===== config.mk =====
export PLATFORM = sky130hd
export DESIGN_NAME = burst_frame_deframer
export DESIGN_NICKNAME = d
export VERILOG_FILES = /design/src/rtl/core/bfd_pkg.sv /design/src/rtl/core/bfd_parse.sv /design/src/rtl/core/burst_frame_deframer.sv
export SDC_FILE = /design/constraint.sdc
export NUM_CORES = 1
export LEC_CHECK = 0
export BUFFER_PORTS_ARGS = -buffer_cell sky130_fd_sc_hd__buf_2
export CAP_MARGIN = 15
export CORE_MARGIN = 1.5
export CORE_UTILIZATION = 30
export DETAILED_ROUTE_END_ITERATION = 10
export PLACE_DENSITY_LB_ADDON = 0.1
export SLEW_MARGIN = 40
export SYNTH_ARGS = -nofsm -noshare
export SYNTH_HDL_FRONTEND = slang
export SYNTH_SLANG_ARGS = --single-unit

===== constraint.sdc =====
create_clock -name clk -period 8.22 [get_ports clk]
set_clock_uncertainty 0.1 [all_clocks]
set_input_delay 0.411 -clock clk [delete_from_list [all_inputs] [get_ports clk]]
set_output_delay 0.411 -clock clk [all_outputs]
set_load 0.01 [all_outputs]

===== src/rtl/core/bfd_pkg.sv =====
`timescale 1ns / 1ps
// ----------------------------------------------------------------------------
// Burst deframer package
// Shared types, codes and constants of the burst frame deframer.
// ----------------------------------------------------------------------------
package bfd_pkg;

  // Configuration register indexes.
  localparam int CFG_IDX_W = 1;
  localparam logic [CFG_IDX_W-1:0] CFG_HEARTBEAT  = 1'd0;
  localparam logic [CFG_IDX_W-1:0] CFG_FRAME_LIM  = 1'd1;

  localparam logic [7:0] HEARTBEAT_RST = 8'd7;
  localparam logic [7:0] FRAME_LIM_RST = 8'd64;

  // Byte kinds.
  localparam logic [2:0] KIND_HEADER  = 3'd0;
  localparam logic [2:0] KIND_CONTROL = 3'd1;
  localparam logic [2:0] KIND_LENGTH  = 3'd2;
  localparam logic [2:0] KIND_PAYLOAD = 3'd3;
  localparam logic [2:0] KIND_SKIP    = 3'd4;

  // Status codes.
  localparam logic [2:0] ST_OK        = 3'd0;
  localparam logic [2:0] ST_ILLEGAL   = 3'd1;
  localparam logic [2:0] ST_NO_DATA   = 3'd2;
  localparam logic [2:0] ST_TOO_MANY  = 3'd3;
  localparam logic [2:0] ST_BAD_FIELD = 3'd4;
  localparam logic [2:0] ST_HEARTBEAT = 3'd5;

  // Header field limits.
  localparam logic [3:0] MODE_MAX   = 4'h3;
  localparam logic [7:0] METHOD_MAX = 8'h09;
  localparam logic [2:0] SYNC_LEN   = 3'd6;

  // Parser phases, one-hot.
  typedef enum logic [8:0] {
    PH_MAGIC  = 9'b000000001,
    PH_VER    = 9'b000000010,
    PH_CE     = 9'b000000100,
    PH_METHOD = 9'b000001000,
    PH_COUNT  = 9'b000010000,
    PH_SKIP   = 9'b000100000,
    PH_CTRL   = 9'b001000000,
    PH_LEN    = 9'b010000000,
    PH_PAY    = 9'b100000000
  } phase_t;

  // Configuration seen by the parser.
  typedef struct packed {
    logic [7:0] heartbeat_code;
    logic [7:0] frame_limit;
  } bfd_cfg_t;

  // One tagged result beat.
  typedef struct packed {
    logic [2:0] byte_kind;
    logic [7:0] payload_byte;
    logic       frame_last;
    logic       package_last;
    logic       request_last;
    logic [2:0] status;
    logic [7:0] frame_number;
    logic [7:0] package_number;
    logic [7:0] method_code;
    logic [3:0] compress_mode;
    logic [3:0] encrypt_mode;
    logic [7:0] version_byte;
  } bfd_res_t;

  // Sync pattern that opens every burst header.
  function automatic logic [7:0] sync_byte(input logic [2:0] pos);
    logic [7:0] val;
    unique case (pos)
      3'd0:    val = 8'h23;
      3'd1:    val = 8'h4D;
      3'd2:    val = 8'h46;
      3'd3:    val = 8'h50;
      3'd4:    val = 8'h54;
      3'd5:    val = 8'h50;
      default: val = 8'h23;
    endcase
    return val;
  endfunction

endpackage


===== src/rtl/core/bfd_parse.sv =====
`timescale 1ns / 1ps
// ----------------------------------------------------------------------------
// Burst deframer parser
// Holds the burst parse state and tags one byte per step.
// ----------------------------------------------------------------------------
module bfd_parse import bfd_pkg::*; (
  input  logic       clk,
  input  logic       rst_n,
  input  logic       step,
  input  logic [7:0] rx_byte,
  input  bfd_cfg_t   cfg,
  output bfd_res_t   res
);

  phase_t      phase_r, phase_nxt;
  logic [2:0]  header_pos_r, header_pos_nxt;
  logic [7:0]  hdr_version_r, hdr_version_nxt;
  logic [7:0]  hdr_comp_enc_r, hdr_comp_enc_nxt;
  logic [7:0]  hdr_method_r, hdr_method_nxt;
  logic [7:0]  package_total_r, package_total_nxt;
  logic [7:0]  packages_done_r, packages_done_nxt;
  logic [7:0]  frames_r, frames_nxt;
  logic [2:0]  len_left_r, len_left_nxt;
  logic [31:0] frame_length_r, frame_length_nxt;
  logic [31:0] payload_left_r, payload_left_nxt;
  logic        package_more_r, package_more_nxt;
  logic        frame_over_r, frame_over_nxt;

  logic        frame_end;
  logic        clear_frames;
  logic        restart;
  logic [2:0]  sync_pos;
  logic [2:0]  sync_pos_inc;
  logic [31:0] shifted_len;
  logic [2:0]  kind;
  logic [2:0]  status;
  logic        frame_last;
  logic        package_last;
  logic        request_last;

  // Next-state and tag logic for the byte in hand.
  always_comb begin
    phase_nxt         = phase_r;
    header_pos_nxt    = header_pos_r;
    hdr_version_nxt   = hdr_version_r;
    hdr_comp_enc_nxt  = hdr_comp_enc_r;
    hdr_method_nxt    = hdr_method_r;
    package_total_nxt = package_total_r;
    packages_done_nxt = packages_done_r;
    frames_nxt        = frames_r;
    len_left_nxt      = len_left_r;
    frame_length_nxt  = frame_length_r;
    payload_left_nxt  = payload_left_r;
    package_more_nxt  = package_more_r;
    frame_over_nxt    = frame_over_r;
    kind              = KIND_HEADER;
    status            = ST_OK;
    frame_last        = 1'b0;
    package_last      = 1'b0;
    request_last      = 1'b0;
    frame_end         = 1'b0;
    clear_frames      = 1'b0;
    restart           = 1'b0;
    sync_pos          = (header_pos_r > 3'd5) ? 3'd0 : header_pos_r;
    sync_pos_inc      = sync_pos + 3'd1;
    shifted_len       = {frame_length_r[23:0], rx_byte};

    unique case (phase_r)
      PH_VER: begin
        hdr_version_nxt = rx_byte;
        phase_nxt       = PH_CE;
      end
      PH_CE: begin
        hdr_comp_enc_nxt = rx_byte;
        phase_nxt        = PH_METHOD;
      end
      PH_METHOD: begin
        hdr_method_nxt = rx_byte;
        if (hdr_comp_enc_r[7:4] > MODE_MAX || hdr_comp_enc_r[3:0] > MODE_MAX ||
            rx_byte > METHOD_MAX) begin
          status = ST_BAD_FIELD;
        end
        phase_nxt = (rx_byte == cfg.heartbeat_code) ? PH_SKIP : PH_COUNT;
      end
      PH_SKIP: begin
        kind         = KIND_SKIP;
        status       = ST_HEARTBEAT;
        request_last = 1'b1;
        restart      = 1'b1;
      end
      PH_COUNT: begin
        package_total_nxt = rx_byte;
        if (rx_byte == 8'd0) begin
          status       = ST_NO_DATA;
          request_last = 1'b1;
          restart      = 1'b1;
        end else begin
          packages_done_nxt = 8'd0;
          frames_nxt        = 8'd0;
          phase_nxt         = PH_CTRL;
        end
      end
      PH_CTRL: begin
        kind = KIND_CONTROL;
        if (rx_byte[3]) begin
          status       = ST_ILLEGAL;
          request_last = 1'b1;
          restart      = 1'b1;
        end else begin
          package_more_nxt = rx_byte[2];
          len_left_nxt     = {1'b0, rx_byte[1:0]} + 3'd1;
          frame_length_nxt = 32'd0;
          if (frames_r >= cfg.frame_limit) begin
            frame_over_nxt = 1'b1;
          end else begin
            frames_nxt = frames_r + 8'd1;
          end
          phase_nxt = PH_LEN;
        end
      end
      PH_LEN: begin
        kind             = KIND_LENGTH;
        frame_length_nxt = shifted_len;
        if (len_left_r != 3'd0) begin
          len_left_nxt = len_left_r - 3'd1;
        end
        if (len_left_nxt == 3'd0) begin
          if (shifted_len == 32'd0) begin
            frame_end = 1'b1;
          end else begin
            payload_left_nxt = shifted_len;
            phase_nxt        = PH_PAY;
          end
        end
      end
      PH_PAY: begin
        kind = KIND_PAYLOAD;
        if (payload_left_r != 32'd0) begin
          payload_left_nxt = payload_left_r - 32'd1;
        end
        if (payload_left_nxt == 32'd0) begin
          frame_end = 1'b1;
        end
      end
      default: begin
        // Hunting for the sync pattern.
        if (rx_byte == sync_byte(sync_pos)) begin
          if (sync_pos_inc == SYNC_LEN) begin
            header_pos_nxt = 3'd0;
            phase_nxt      = PH_VER;
          end else begin
            header_pos_nxt = sync_pos_inc;
          end
        end else begin
          status       = ST_ILLEGAL;
          request_last = 1'b1;
          restart      = 1'b1;
        end
      end
    endcase

    // Frame completion: limit check, package and request accounting.
    if (frame_end) begin
      frame_last = 1'b1;
      if (frame_over_r) begin
        status       = ST_TOO_MANY;
        request_last = 1'b1;
        restart      = 1'b1;
      end else if (!package_more_r) begin
        package_last      = 1'b1;
        packages_done_nxt = packages_done_r + 8'd1;
        if (packages_done_nxt >= package_total_r) begin
          request_last = 1'b1;
          restart      = 1'b1;
        end else begin
          clear_frames = 1'b1;
          phase_nxt    = PH_CTRL;
        end
      end else begin
        phase_nxt = PH_CTRL;
      end
    end

    if (restart) begin
      phase_nxt      = PH_MAGIC;
      header_pos_nxt = 3'd0;
      frame_over_nxt = 1'b0;
    end

    // The frame number reports the count before an end-of-package clear.
    res.byte_kind      = kind;
    res.payload_byte   = (kind == KIND_PAYLOAD) ? rx_byte : 8'd0;
    res.frame_last     = frame_last;
    res.package_last   = package_last;
    res.request_last   = request_last;
    res.status         = status;
    res.frame_number   = frames_nxt;
    res.package_number = packages_done_nxt;
    res.method_code    = hdr_method_nxt;
    res.compress_mode  = hdr_comp_enc_nxt[7:4];
    res.encrypt_mode   = hdr_comp_enc_nxt[3:0];
    res.version_byte   = hdr_version_nxt;

    if (clear_frames) begin
      frames_nxt = 8'd0;
    end
  end

  // Parse state registers.
  always_ff @(posedge clk) begin
    if (!rst_n) begin
      phase_r         <= PH_MAGIC;
      header_pos_r    <= 3'd0;
      hdr_version_r   <= 8'd0;
      hdr_comp_enc_r  <= 8'd0;
      hdr_method_r    <= 8'd0;
      package_total_r <= 8'd0;
      packages_done_r <= 8'd0;
      frames_r        <= 8'd0;
      len_left_r      <= 3'd0;
      frame_length_r  <= 32'd0;
      payload_left_r  <= 32'd0;
      package_more_r  <= 1'b0;
      frame_over_r    <= 1'b0;
    end else if (step) begin
      phase_r         <= phase_nxt;
      header_pos_r    <= header_pos_nxt;
      hdr_version_r   <= hdr_version_nxt;
      hdr_comp_enc_r  <= hdr_comp_enc_nxt;
      hdr_method_r    <= hdr_method_nxt;
      package_total_r <= package_total_nxt;
      packages_done_r <= packages_done_nxt;
      frames_r        <= frames_nxt;
      len_left_r      <= len_left_nxt;
      frame_length_r  <= frame_length_nxt;
      payload_left_r  <= payload_left_nxt;
      package_more_r  <= package_more_nxt;
      frame_over_r    <= frame_over_nxt;
    end
  end

endmodule


===== src/rtl/core/burst_frame_deframer.sv =====
`timescale 1ns / 1ps
// ----------------------------------------------------------------------------
// Burst frame deframer
// Tags each received byte of a burst and marks frame, package and request
// ends. A byte waits in the input register, is tagged by the combinational parse
// step and lands in the result register. Throughput: one byte per cycle, set by
// the parse step between the two registers; a stalled result holds the input.
// Reset is synchronous: it empties both registers, returns the parser to sync
// hunting with cleared counters and header values, and loads the register
// defaults.
// ----------------------------------------------------------------------------
module burst_frame_deframer import bfd_pkg::*; #(
  parameter int MAX_FRAMES = 255
) (
  input  logic                 clk,
  input  logic                 rst_n,
  // Byte input.
  input  logic                 in_valid,
  output logic                 in_stall,
  input  logic [7:0]           in_rx_byte,
  // Tagged result output.
  output logic                 out_valid,
  input  logic                 out_stall,
  output logic [2:0]           out_byte_kind,
  output logic [7:0]           out_payload_byte,
  output logic                 out_frame_last,
  output logic                 out_package_last,
  output logic                 out_request_last,
  output logic [2:0]           out_status,
  output logic [7:0]           out_frame_number,
  output logic [7:0]           out_package_number,
  output logic [7:0]           out_method_code,
  output logic [3:0]           out_compress_mode,
  output logic [3:0]           out_encrypt_mode,
  output logic [7:0]           out_version_byte,
  // Register writes.
  input  logic                 cfg_valid,
  output logic                 cfg_ready,
  input  logic [CFG_IDX_W-1:0] cfg_index,
  input  logic [7:0]           cfg_data
);

  localparam logic [7:0] MAX_FRAMES_C = 8'(MAX_FRAMES);

  logic       in_valid_r, in_valid_nxt;
  logic [7:0] in_byte_r;
  logic       out_valid_r, out_valid_nxt;
  bfd_res_t   res_r;
  bfd_res_t   res_comb;
  logic [7:0] heartbeat_r;
  logic [7:0] frame_lim_r;
  bfd_cfg_t   cfg;
  logic       advance;
  logic       in_take;

  // Register port: always ready.
  assign cfg_ready = 1'b1;

  always_ff @(posedge clk) begin
    if (!rst_n) begin
      heartbeat_r <= HEARTBEAT_RST;
      frame_lim_r <= FRAME_LIM_RST;
    end else if (cfg_valid) begin
      if (cfg_index == CFG_HEARTBEAT) begin
        heartbeat_r <= cfg_data;
      end
      if (cfg_index == CFG_FRAME_LIM) begin
        frame_lim_r <= cfg_data;
      end
    end
  end

  // Limit in force is the smaller of the register and the build maximum.
  assign cfg.heartbeat_code = heartbeat_r;
  assign cfg.frame_limit    = (frame_lim_r < MAX_FRAMES_C) ? frame_lim_r : MAX_FRAMES_C;

  // Pipeline flow control: the parse step fires when the result slot frees.
  assign advance  = in_valid_r && (!out_valid_r || !out_stall);
  assign in_stall = in_valid_r && !advance;
  assign in_take  = in_valid && !in_stall;

  always_comb begin
    in_valid_nxt  = in_take || (in_valid_r && !advance);
    out_valid_nxt = advance || (out_valid_r && out_stall);
  end

  always_ff @(posedge clk) begin
    if (!rst_n) begin
      in_valid_r  <= 1'b0;
      out_valid_r <= 1'b0;
    end else begin
      in_valid_r  <= in_valid_nxt;
      out_valid_r <= out_valid_nxt;
    end
  end

  // Input and result data registers.
  always_ff @(posedge clk) begin
    if (in_take) begin
      in_byte_r <= in_rx_byte;
    end
    if (advance) begin
      res_r <= res_comb;
    end
  end

  bfd_parse u_parse (
    .clk     (clk),
    .rst_n   (rst_n),
    .step    (advance),
    .rx_byte (in_byte_r),
    .cfg     (cfg),
    .res     (res_comb)
  );

  // Result beat outputs.
  assign out_valid          = out_valid_r;
  assign out_byte_kind      = res_r.byte_kind;
  assign out_payload_byte   = res_r.payload_byte;
  assign out_frame_last     = res_r.frame_last;
  assign out_package_last   = res_r.package_last;
  assign out_request_last   = res_r.request_last;
  assign out_status         = res_r.status;
  assign out_frame_number   = res_r.frame_number;
  assign out_package_number = res_r.package_number;
  assign out_method_code    = res_r.method_code;
  assign out_compress_mode  = res_r.compress_mode;
  assign out_encrypt_mode   = res_r.encrypt_mode;
  assign out_version_byte   = res_r.version_byte;

  // A heartbeat always ends the request on a skipped byte.
  a_heartbeat_end: assert property (@(posedge clk) disable iff (!rst_n)
    out_valid && out_status == ST_HEARTBEAT |-> out_request_last &&
      out_byte_kind == KIND_SKIP)
    else $error("heartbeat result without request end");

  // A package can only end on the last byte of a frame.
  a_package_in_frame: assert property (@(posedge clk) disable iff (!rst_n)
    out_valid && out_package_last |-> out_frame_last)
    else $error("package end without frame end");

  // Frame overrun closes the request on a frame end, never a package end.
  a_too_many: assert property (@(posedge clk) disable iff (!rst_n)
    out_valid && out_status == ST_TOO_MANY |-> out_frame_last && out_request_last &&
      !out_package_last)
    else $error("bad frame overrun tagging");

  // A full pipeline with a blocked output must hold off the input.
  a_backpressure: assert property (@(posedge clk) disable iff (!rst_n)
    in_valid_r && out_valid_r && out_stall |-> in_stall)
    else $error("input taken while pipeline blocked");

endmodule

# ---- Word-level counts from Yosys, hierarchy flattened
# Index checks and enable logic that the tools add are counted.
dict set report totals {
  reg_bits 204
  elab_cells 181
}
dict set report classes {
  reduce_logical 38
  n_addsub 6
  order_cmp 7
  bitwise_logic 3
  mux 75
  eq_ne 22
}
# cell n
set op_table {}
lappend op_table {{$mux W32} 4}
lappend op_table {{$mux W8} 14}
lappend op_table {{$mux W9} 11}
lappend op_table {{$logic_not A32 Y1} 2}
lappend op_table {{$pmux W32 S2} 1}
lappend op_table {{$pmux W9 S7} 1}
lappend op_table {{$pmux W24 S2} 1}
lappend op_table {{$mux W3} 11}
lappend op_table {{$reduce_bool A32 Y1} 1}
lappend op_table {{$sub A32 B1 Y32 const B} 1}
lappend op_table {{$pmux W7 S4} 1}
lappend op_table {{$mux W24} 1}
lappend op_table {{$mux W1} 22}
lappend op_table {{$add A8 B1 Y8 const B} 2}
lappend op_table {{$eq A8 B8 Y1} 2}
lappend op_table {{$ge A8 B8 Y1} 2}
lappend op_table {{$pmux W8 S2} 1}
lappend op_table {{$pmux W3 S5} 1}
lappend op_table {{$pmux W3 S4} 1}
lappend op_table {{$reduce_bool A2 Y1} 5}
lappend op_table {{$eq A3 B2 Y1 const B} 3}
lappend op_table {{$eq A3 B3 Y1 const B} 3}
lappend op_table {{$eq A9 B2 Y1 const B} 1}
lappend op_table {{$eq A9 B3 Y1 const B} 1}
lappend op_table {{other kinds (35)} 58}

# ---- Logic depth before layout (Yosys ltp)
# Gate-level depths: netlist of the first run.
dict set report logic_depth {
  word_depth 15
  mapped_depth 16
  mapped_depth_nobuf 13
}

# ---- Cells and area by module
# From an unflattened synthesis of the first run, not the netlist that was laid out.
dict set report unflattened {
  hier_cells 1250
  hier_area_um2 10889.2
}
# mod cells_each seq_area_each_um2 area_each_um2 instances
set modules_own_cells {}
lappend modules_own_cells {bfd_parse 1099 2422.3 8185.4 1}
lappend modules_own_cells {burst_frame_deframer 151 2312.2 2703.8 1}

# ---- Worst setup path after synthesis of the first run
# OpenSTA, ideal clock, no wires.
dict set report synth_timing {
  path_type {flip-flop to flip-flop}
  from {reg u_parse.payload_left_r[0]}
  to {reg u_parse.frames_r[0]}
  t_required_ns 8.003
  path_slack_ns 4.704
  arrival_ns 3.299
  path_buffers 2
  period_less_slack_ns 3.516
  stages_incl_launch_ff 14
  cell_sequence {dfxtp_1 inv_1 ha_1 or3b_2 nor4_1 and3_1 buf_2 o21a_1 a21bo_4 nor4_4 a41oi_4 nand2b_1 buf_6 a32o_1}
}
dict set report synth_via {
  elab_chain_cells 8
}
# item line_no
set synth_rtl {}
lappend synth_rtl {{start: declaration} bfd_parse.sv:25} ;# logic [31:0] payload_left_r, payload_left_nxt;
lappend synth_rtl {{start signal: assignment} bfd_parse.sv:236} ;# payload_left_r <= payload_left_nxt;
lappend synth_rtl {{$sub A32 B1 Y32 / $reduce_bool A32 Y1 (equally long branches)} {bfd_parse.sv:139, bfd_parse.sv:138}}
lappend synth_rtl {{$mux W32 *} bfd_parse.sv:138} ;# if (payload_left_r != 32'd0) begin
lappend synth_rtl {{$mux W32 *} bfd_parse.sv:68} ;# unique case (phase_r)
lappend synth_rtl {{$logic_not A32 Y1 *} bfd_parse.sv:141} ;# if (payload_left_nxt == 32'd0) begin
lappend synth_rtl {{$mux W1 *} bfd_parse.sv:141}
lappend synth_rtl {{$pmux W1 S2 *} bfd_parse.sv:68}
lappend synth_rtl {{$mux W1 *} bfd_parse.sv:163} ;# if (frame_end) begin
lappend synth_rtl {{$mux W8 *} bfd_parse.sv:204} ;# if (clear_frames) begin
lappend synth_rtl {{end signal: assignment} bfd_parse.sv:233} ;# frames_r <= frames_nxt;
lappend synth_rtl {{end: declaration} bfd_parse.sv:22} ;# logic [7:0] frames_r, frames_nxt;
# Every way passes the cells marked *; elsewhere a longest branch is shown, timed or not. The select of a mux whose other input is x is not followed.
# A chain may end at the register's enable or synchronous reset.

# ---- Final worst setup path of the first run
# Same ends and word-level chain as after synthesis.

==> metrics.yaml, run 1 <==
place:
  dp_hpwl_um: 24000
  io_buffers: 80
  gp_congestion: 0.903
sta:
  hold_violations: 0
  worstMarginPinSlew_ns: 0.868
  slew_headroom_pct: 41.9
  finalMaxSlewViolations: 0
  post-route-period-util_pct: 54.6
  rsz0062_at_grt: "no"
  hold_slack_ns: 0.0194
  finalSetupTns_ns: 0
  fin_crit_ns: 4.48
  setup_viol: 0
  fmax_ghz: 0.223
clocking:
  cts-htree-levels: 1
  clock_sinks: 204
  cts_buffer_depth: 3
  clkLatencyLatePin_ns: 0.56
  clkTransAtPathRegs_ns: 0.06
  cts_setup_buffers: 0
  hold_buffers: 10
  clk_root_buffer_cell: "clkbuf_16"
  cts_buffers: 27
  cts_resized: 0
  cts_tree: "built"
drt:
  vias_per_cell: 5.34
  wire_per_inst_um: 19.6
  drtIter0Drc: 644
  first_pass_iters: 8
  route.detailed.drc: 6
  detail-route-antenna-nets: 0
  routed-via-count: 9738
  routed_wl_um: 35700
global_routing:
  grt_usage_pct: 18.7
  grt_pass1_vias: 9464
  grt-ovfl-total: 0
  grt_pass1_wl_um: 55800
  antenna_found_initial: 1
  grt_start_max_net_pins: 73
worst_setup_path:
  cp_cell_sequence: "inv_1, ha_1, or3b_2, nor4_1, buf_4, and3_1, o21a_1, a21bo_4, nor4_4, a41oi_4, nand2b_1, a32o_1"
  worstRegToRegCells: 12
  required_ns: 8.56
  crit_slowest_cell: "or3b_2"
  crit_arrival_ns: 4.83
  critical_path.max_fanout: 13
  timing.rr.start: "u_parse.payload_left_r[0]$_SDFFE_PN0P_"
  cp-endpoint: "u_parse.frames_r[0]$_SDFFE_PN0P_"
  crit_buf_inv: 2
  critPathCaptureType: "flop"
  startpoint_type: "flop"
  cpLargestDelayFamily: "simple AND/OR/NAND/NOR gates"
  r2r_end: "u_parse.frames_r[0]$_SDFFE_PN0P_"
  ff2ff_setup_slack_ns: 3.74
  cp.depth: 12
  cp_slowest_stage_delay_ns: 0.63
  worstSetupStartpoint: "u_parse.payload_left_r[0]$_SDFFE_PN0P_"
  worstSetupPathType: "reg2reg"
synth:
  synth_area_sq_um: 10900
  syn_inst: 1304
  async_flop_share_pct: 0
  ys_types: 71
  synth_edf_count: 65
  yosys_warnings: 0
  syn_avg_cell_area_sq_um: 8.38
  ys_ff_latch: 204
  synth_ff_type: "dfxtp_1"
  yosysSeqAreaShare_pct: 43.3
  syn-num-nets: 1356
die:
  core_sq_um: 35700
  die-area_sq_um: 37600
  ios: 82
  die_h_um: 194
  start_util_pct: 30.6
  num_rows: 69
  die_width_um: 194
layout:
  final_common_cell: "nor2_1"
  regMostFlops: "u_parse.payload_left_r"
  nets: 1395
  drive_gt1_share_pct: 14.8
  num-fill-cells: 3814
  layout_common_cells: "nor2_1, dfxtp_1, nand2_1"
  biggestRegsByFlops: "u_parse.payload_left_r (32), u_parse.frame_length_r (24), u_parse.phase_r (9)"
  area_delta_synth_final_pct: 16.6
  largest_reg_flops: 32
  antennaDiodeCount: 0
power:
  p_per_area_nw_per_um2: 189
  p_leak_nw: 4.78
  peakVddDrop_uv: 135
job:
  drv_cap: 0
outcome:
  status: "complete, but fails checks"
  violations: "DRC"
worst_hold_path:
  hold_path_class: "in2reg"
[worst min path at each step]
stage	from	end	slack, ns	cells after the start
floorplan	frame_lim_r[0]$_SDFFE_PN0P_	frame_lim_r[0]$_SDFFE_PN0P_	0.34	2
global placement	u_parse.package_total_r[3]$_SDFFE_PN0P_	u_parse.package_total_r[3]$_SDFFE_PN0P_	0.34	2
detailed placement	u_parse.package_total_r[1]$_SDFFE_PN0P_	u_parse.package_total_r[1]$_SDFFE_PN0P_	0.35	2
CTS	cfg_data[7]	heartbeat_r[7]$_SDFFE_PN0P_	0.0009	3
global route	cfg_data[4]	heartbeat_r[4]$_SDFFE_PN0P_	0.01	3
finish	out_stall	out_valid$_SDFF_PN0_	0.02	3
[logic make-up (layout without fill, tap and decap cells)]
group                    after synthesis  after routing  share of synthesized area, %
adder cells (fa/ha/maj)               30             30                          3.43
buffers and inverters                138            196                          5.02
XOR/XNOR                              33             33                          2.64
AND/OR/NAND/NOR                      572            572                          25.6
other                                  1              1                        0.0343
AO/OA/AOI/OAI                        299            299                          17.2
flip-flops                           204            204                          43.3
multiplexers                          27             27                          2.72
[worst register-to-register path: stages (launching register included)]
cell	delay, ns
dfxtp_1	0.38
inv_1	0.18
ha_1	0.26
or3b_2	0.63
nor4_1	0.31
buf_4	0.22
and3_1	0.44
o21a_1	0.25
a21bo_4	0.26
nor4_4	0.35
a41oi_4	0.20
nand2b_1	0.42
a32o_1	0.38
[synthesized netlist by cell type (30+ instances only)]
master	number	area [sq um]
edfxtp_1	65	1950
inv_1	38	143
nor3_1	55	275
nand2_1	120	450
a21oi_1	114	571
dfxtp_1	139	2780
nor4_1	34	213
ha_1	30	375
nor2_1	152	571
clkbuf_1	82	308
o21ai_0	65	325
nand3_1	84	420
[final cells by class]
cell class / instances / area, sq um / share of cell area, %
clock buffer: 34 / 752 / 5.90
inverter: 39 / 154 / 1.21
multi-input combinational: 962 / 5730 / 45.0
timing repair buffer: 109 / 651 / 5.11
tap: 461 / 577 / 4.53
sequential: 204 / 4730 / 37.2
clock inverter: 14 / 146 / 1.15
[routing by layer]
metal / vias to the layer above / part of all wire [%] / global-route usage, %
met5: - / 0 / 0
met4: 0 / 2.0 / 5.18
met3: 52 / 4.5 / 2.19
met2: 233 / 45 / 29.9
met1: 4653 / 49 / 26.6
li1: 4800 / - / -
[per-stage QoR]
step                total power [mW]  instances  util [%]  setup WS [ns]  instance area (sq um)
floorplan                       1.18       1304         -           4.70                  10900
global placement                1.24       1764      32.7           3.59                  11700
detailed placement              1.24       1764      32.8           3.48                  11700
CTS                             2.44       1822      35.6           3.47                  12700
global route                    2.50       1823      35.7           3.44                  12700
finish                          2.41       1823      35.7           3.74                  12700
[report_power, final]
group	internal (mW)	leakage, nW	total (mW)	switching [mW]
clock network	0.735	0.452	1.20	0.461
logic	0.0445	2.61	0.132	0.0875
registers	1.07	1.72	1.08	0.0146
total	1.85	4.78	2.41	0.563
(Power assumes the default switching activity.)
==> run 2: changes to the inputs <==
clock period = 3.97 ns   (was 8.22 ns; I/O delays follow)
==> metrics.yaml, run 2 (synthesis results as in run 1) <==
sta:
  finalSetupTns_ns: 0
  finalMaxSlewViolations: 0
  worstMarginPinSlew_ns: 0.810
  fmax_ghz: 0.263
  fin_crit_ns: 3.80
  slew_headroom_pct: 45.8
  post-route-period-util_pct: 95.7
  hold_violations: 0
  setup_viol: 0
  final.setup.worst_slack_ns: 0.171
  hold_slack_ns: 0.128
worst_setup_path:
  startpoint_type: "flop"
  timing.rr.start: "u_parse.payload_left_r[1]$_SDFFE_PN0P_"
  critical_path.max_fanout: 12
  crit_arrival_ns: 4.11
  worstSetupStartpoint: "u_parse.payload_left_r[1]$_SDFFE_PN0P_"
  critPathCaptureType: "flop"
  worstSetupPathType: "reg2reg"
  required_ns: 4.28
clocking:
  cts-htree-levels: 1
  clk_root_buffer_cell: "clkbuf_16"
  clkLatencyLatePin_ns: 0.55
  clkTransAtPathRegs_ns: 0.06
  cts_tree: "built"
  cts_buffer_depth: 3
  clock_sinks: 204
  cts_buffers: 26
place:
  placed_cells: 1807
  gp_congestion: 0.944
  post-place-ws_ns: 0.109
  dp_hpwl_um: 25100
  io_buffers: 80
die:
  num_rows: 69
  die-area_sq_um: 37600
  ios: 82
  start_util_pct: 30.6
  core_sq_um: 35700
  die_width_um: 194
  die_h_um: 194
drt:
  route.detailed.drc: 6
  vias_per_cell: 5.39
  detail-route-antenna-nets: 0
  routed-via-count: 10100
  wire_per_inst_um: 19.4
  routed_wl_um: 36400
  first_pass_iters: 10
  drtIter0Drc: 774
layout:
  largest_reg_flops: 32
  multi_input_area_sq_um: 5720
  regMostFlops: "u_parse.payload_left_r"
  layout.cells.non_filler: 1877
  antennaDiodeCount: 0
  ff_latch_area_sq_um: 4730
  final_common_cell: "nor2_1"
  area_delta_synth_final_pct: 19.2
  drive_gt1_share_pct: 16.3
  layout_common_cells: "nor2_1, dfxtp_1, nand2_1"
  nets: 1448
  biggestRegsByFlops: "u_parse.payload_left_r (32), u_parse.frame_length_r (24), u_parse.phase_r (9)"
  num-fill-cells: 3792
global_routing:
  antenna_found_initial: 1
  grt-ovfl-total: 0
  grt_usage_pct: 19.2
  grt_pass1_wl_um: 57000
  grt_pass1_vias: 9628
  grt_start_max_net_pins: 68
outcome:
  status: "complete, but fails checks"
  violations: "DRC"
worst_hold_path:
  hold_path_class: "in2reg"
  worstHoldStart: "rst_n"
job:
  drv_cap: 0
power:
  p_per_area_nw_per_um2: 362
  peakVddDrop_uv: 259
  p_total_mw: 4.72
  p_leak_nw: 4.96
-- run 2: worst paths after layout --
kind / end / slack (ns) / depth (start not counted)
max: out_package_last$_SDFFCE_PP0P_ / 0.17 / 13
min: heartbeat_r[0]$_SDFFE_PN1P_ / 0.13 / 3
max reg2reg: out_package_last$_SDFFCE_PP0P_ / 0.17 / 13
min reg2reg: u_parse.package_total_r[2]$_SDFFE_PN0P_ / 0.35 / 2
-- run 2: critical path: stages, from the launching register on --
cell and delay [ns]:
dfxtp_1 0.34, inv_1 0.09, ha_1 0.23, or3b_2 0.49, nor4_1 0.27, buf_4 0.24
nand4_1 0.31, a21boi_0 0.27, nand4_1 0.12, a21oi_1 0.26, nand4_1 0.16, o41ai_2 0.49
buf_4 0.18, and2_1 0.12
-- run 2: layout make-up --
type                       count  area share, %
tap                          461           4.43
multi-input combinational    962           43.9
timing repair buffer         163           8.28
sequential                   204           36.3
clock buffer                  36           5.44
clock inverter                12          0.499
inverter                      39           1.15
-- run 2: what timing repair did --
item / 4_1_cts / 5_1_grt
endpoints found under the setup margin: 0 / 21
hold endpoints to repair: 26 / 0
buffers inserted: 0 / 0
gates resized for setup: 0 / 5
hold buffers: 22 / 0
-- run 2: metrics by stage --
step / area [sq um] / util, %
after global placement: 12000 / 33.6
after CTS: 13000 / 36.4
final: 13000 / 36.5
after global routing: 13000 / 36.5
after detailed placement: 12000 / 33.6
after floorplan: 10900 / -
-- run 2: per-layer routing --
layer	vias up	GRT usage (%)	share of wire, %
met2	301	29.8	44
met1	4831	27.5	48
met5	-	0	0
li1	4903	-	-
met4	0	6.11	2.8
met3	74	2.38	5.5
-- run 2: power breakdown --
| part | total (mW) | leakage [nW] | switching (mW) | internal [mW] |
|---|---|---|---|---|
| Sequential | 2.24 | 1.72 | 0.0256 | 2.21 |
| Combinational | 0.293 | 2.87 | 0.190 | 0.103 |
| Clock | 2.18 | 0.374 | 0.944 | 1.24 |
==> run 3: changes to the inputs <==
CELL_PAD_IN_SITES_DETAIL_PLACEMENT = 1   (was not set)
CELL_PAD_IN_SITES_GLOBAL_PLACEMENT = 2   (was not set)
==> metrics.yaml, run 3 (synthesis results as in run 1) <==
outcome:
  status: "complete, but fails checks"
  violations: "DRC"
sta:
  fin_crit_ns: 3.82
  worstMarginPinSlew_ns: 0.813
  finalMaxSlewViolations: 0
  rsz0062_at_grt: "no"
  slew_headroom_pct: 45.3
  hold_slack_ns: 0.122
  finalSetupTns_ns: 0
  hold_violations: 0
  post-route-period-util_pct: 96.2
  final.setup.worst_slack_ns: 0.152
  fmax_ghz: 0.262
  setup_viol: 0
layout:
  num-fill-cells: 4235
  post-route-cell-area_sq_um: 13300
  largest_reg_flops: 32
  drive_gt1_share_pct: 17.7
  ff_latch_area_sq_um: 4730
  nets: 1456
  multi_input_area_sq_um: 5720
  area_delta_synth_final_pct: 21.5
  final_common_cell: "nor2_1"
  layout_common_cells: "nor2_1, dfxtp_1, nand2_1"
  regMostFlops: "u_parse.payload_left_r"
  biggestRegsByFlops: "u_parse.payload_left_r (32), u_parse.frame_length_r (24), u_parse.phase_r (9)"
drt:
  routed-via-count: 10100
  routed_wl_um: 38900
  wire_per_inst_um: 20.6
  drtIter0Drc: 433
  detail-route-antenna-nets: 0
  route.detailed.drc: 8
  vias_per_cell: 5.37
  first_pass_iters: 8
global_routing:
  grt-ovfl-total: 0
  grt_usage_pct: 20.5
  grt_pass1_wl_um: 60700
  antenna_found_initial: 0
  grt_start_max_net_pins: 74
  grt_pass1_vias: 10200
place:
  post-place-ws_ns: 0.0968
  gp_congestion: 0.932
  dp_hpwl_um: 27000
  place_area_sq_um: 12100
  io_buffers: 80
power:
  peakVddDrop_uv: 254
  p_leak_nw: 5.09
  p_per_area_nw_per_um2: 386
die:
  num_rows: 69
  die_h_um: 194
  core_sq_um: 35700
  die_width_um: 194
  ios: 82
  start_util_pct: 30.6
  die-area_sq_um: 37600
clocking:
  clk_root_buffer_cell: "clkbuf_16"
  cts-htree-levels: 1
  clkLatencyLatePin_ns: 0.56
  clock_sinks: 204
  cts_buffer_depth: 3
  cts_tree: "built"
  clkTransAtPathRegs_ns: 0.06
  cts_buffers: 26
worst_setup_path:
  startpoint_type: "flop"
  worstRegToRegCells: 13
  critical_path.max_fanout: 12
  critPathCaptureType: "flop"
  crit_arrival_ns: 4.13
  required_ns: 4.29
  worstSetupPathType: "reg2reg"
job:
  drv_cap: 0
worst_hold_path:
  hold_path_class: "in2reg"
  hold_path_depth: 3
-- run 3: layer usage --
metal	global-route usage [%]	wire, um
met1	29.0	19300
met2	32.9	17200
met3	2.89	1580
met4	5.27	784
met5	0	0
-- run 3: path summary, 6_finish.rpt --
path,from,end,slack [ns]
max,u_parse.payload_left_r[1]$_SDFFE_PN0P_,out_package_last$_SDFFCE_PP0P_,0.15
min,rst_n,heartbeat_r[1]$_SDFFE_PN1P_,0.12
max reg2reg,u_parse.payload_left_r[1]$_SDFFE_PN0P_,out_package_last$_SDFFCE_PP0P_,0.15
min reg2reg,frame_lim_r[3]$_SDFFE_PN0P_,frame_lim_r[3]$_SDFFE_PN0P_,0.36
-- run 3: cell type report --
cell class	instances	area share [%]
tap	461	4.34
timing repair buffer	171	8.74
sequential	204	35.7
clock buffer	33	5.32
inverter	39	1.13
clock inverter	15	1.70
antenna	1	0.0188
multi-input combinational	962	43.1
-- run 3: what timing repair did --
item                                    CTS  global route
endpoints found under the setup margin    0            35
hold buffers                             23             0
hold endpoints to repair                 26             0
setup buffers                             0             1
resized for setup                         0             8
-- run 3: worst max-delay path, cell delays in order (launching register included) --
cell and delay [ns]:
dfxtp_1 0.35, inv_1 0.11, ha_2 0.23, or3b_2 0.47, nor4_1 0.27, buf_4 0.24
nand4_1 0.19, buf_4 0.22, a21oi_1 0.12, o21bai_1 0.12, a21oi_1 0.28, nand4_1 0.13
o41ai_1 0.64, and2_1 0.22
-- run 3: where the power goes --
part,switching (mW),internal (mW)
clock network,0.994,1.59
logic,0.195,0.105
registers,0.0250,2.21
total,1.21,3.91
-- run 3: metrics by stage --
| step | power, mW | util, % | cells |
|---|---|---|---|
| finish | 5.13 | 37.2 | 1886 |
| global route | 5.32 | 37.1 | 1885 |
| CTS | 5.20 | 37.0 | 1884 |
| detailed placement | 2.57 | 33.8 | 1813 |
| global placement | 2.57 | 33.7 | 1813 |
| floorplan | 2.45 | - | 1304 |
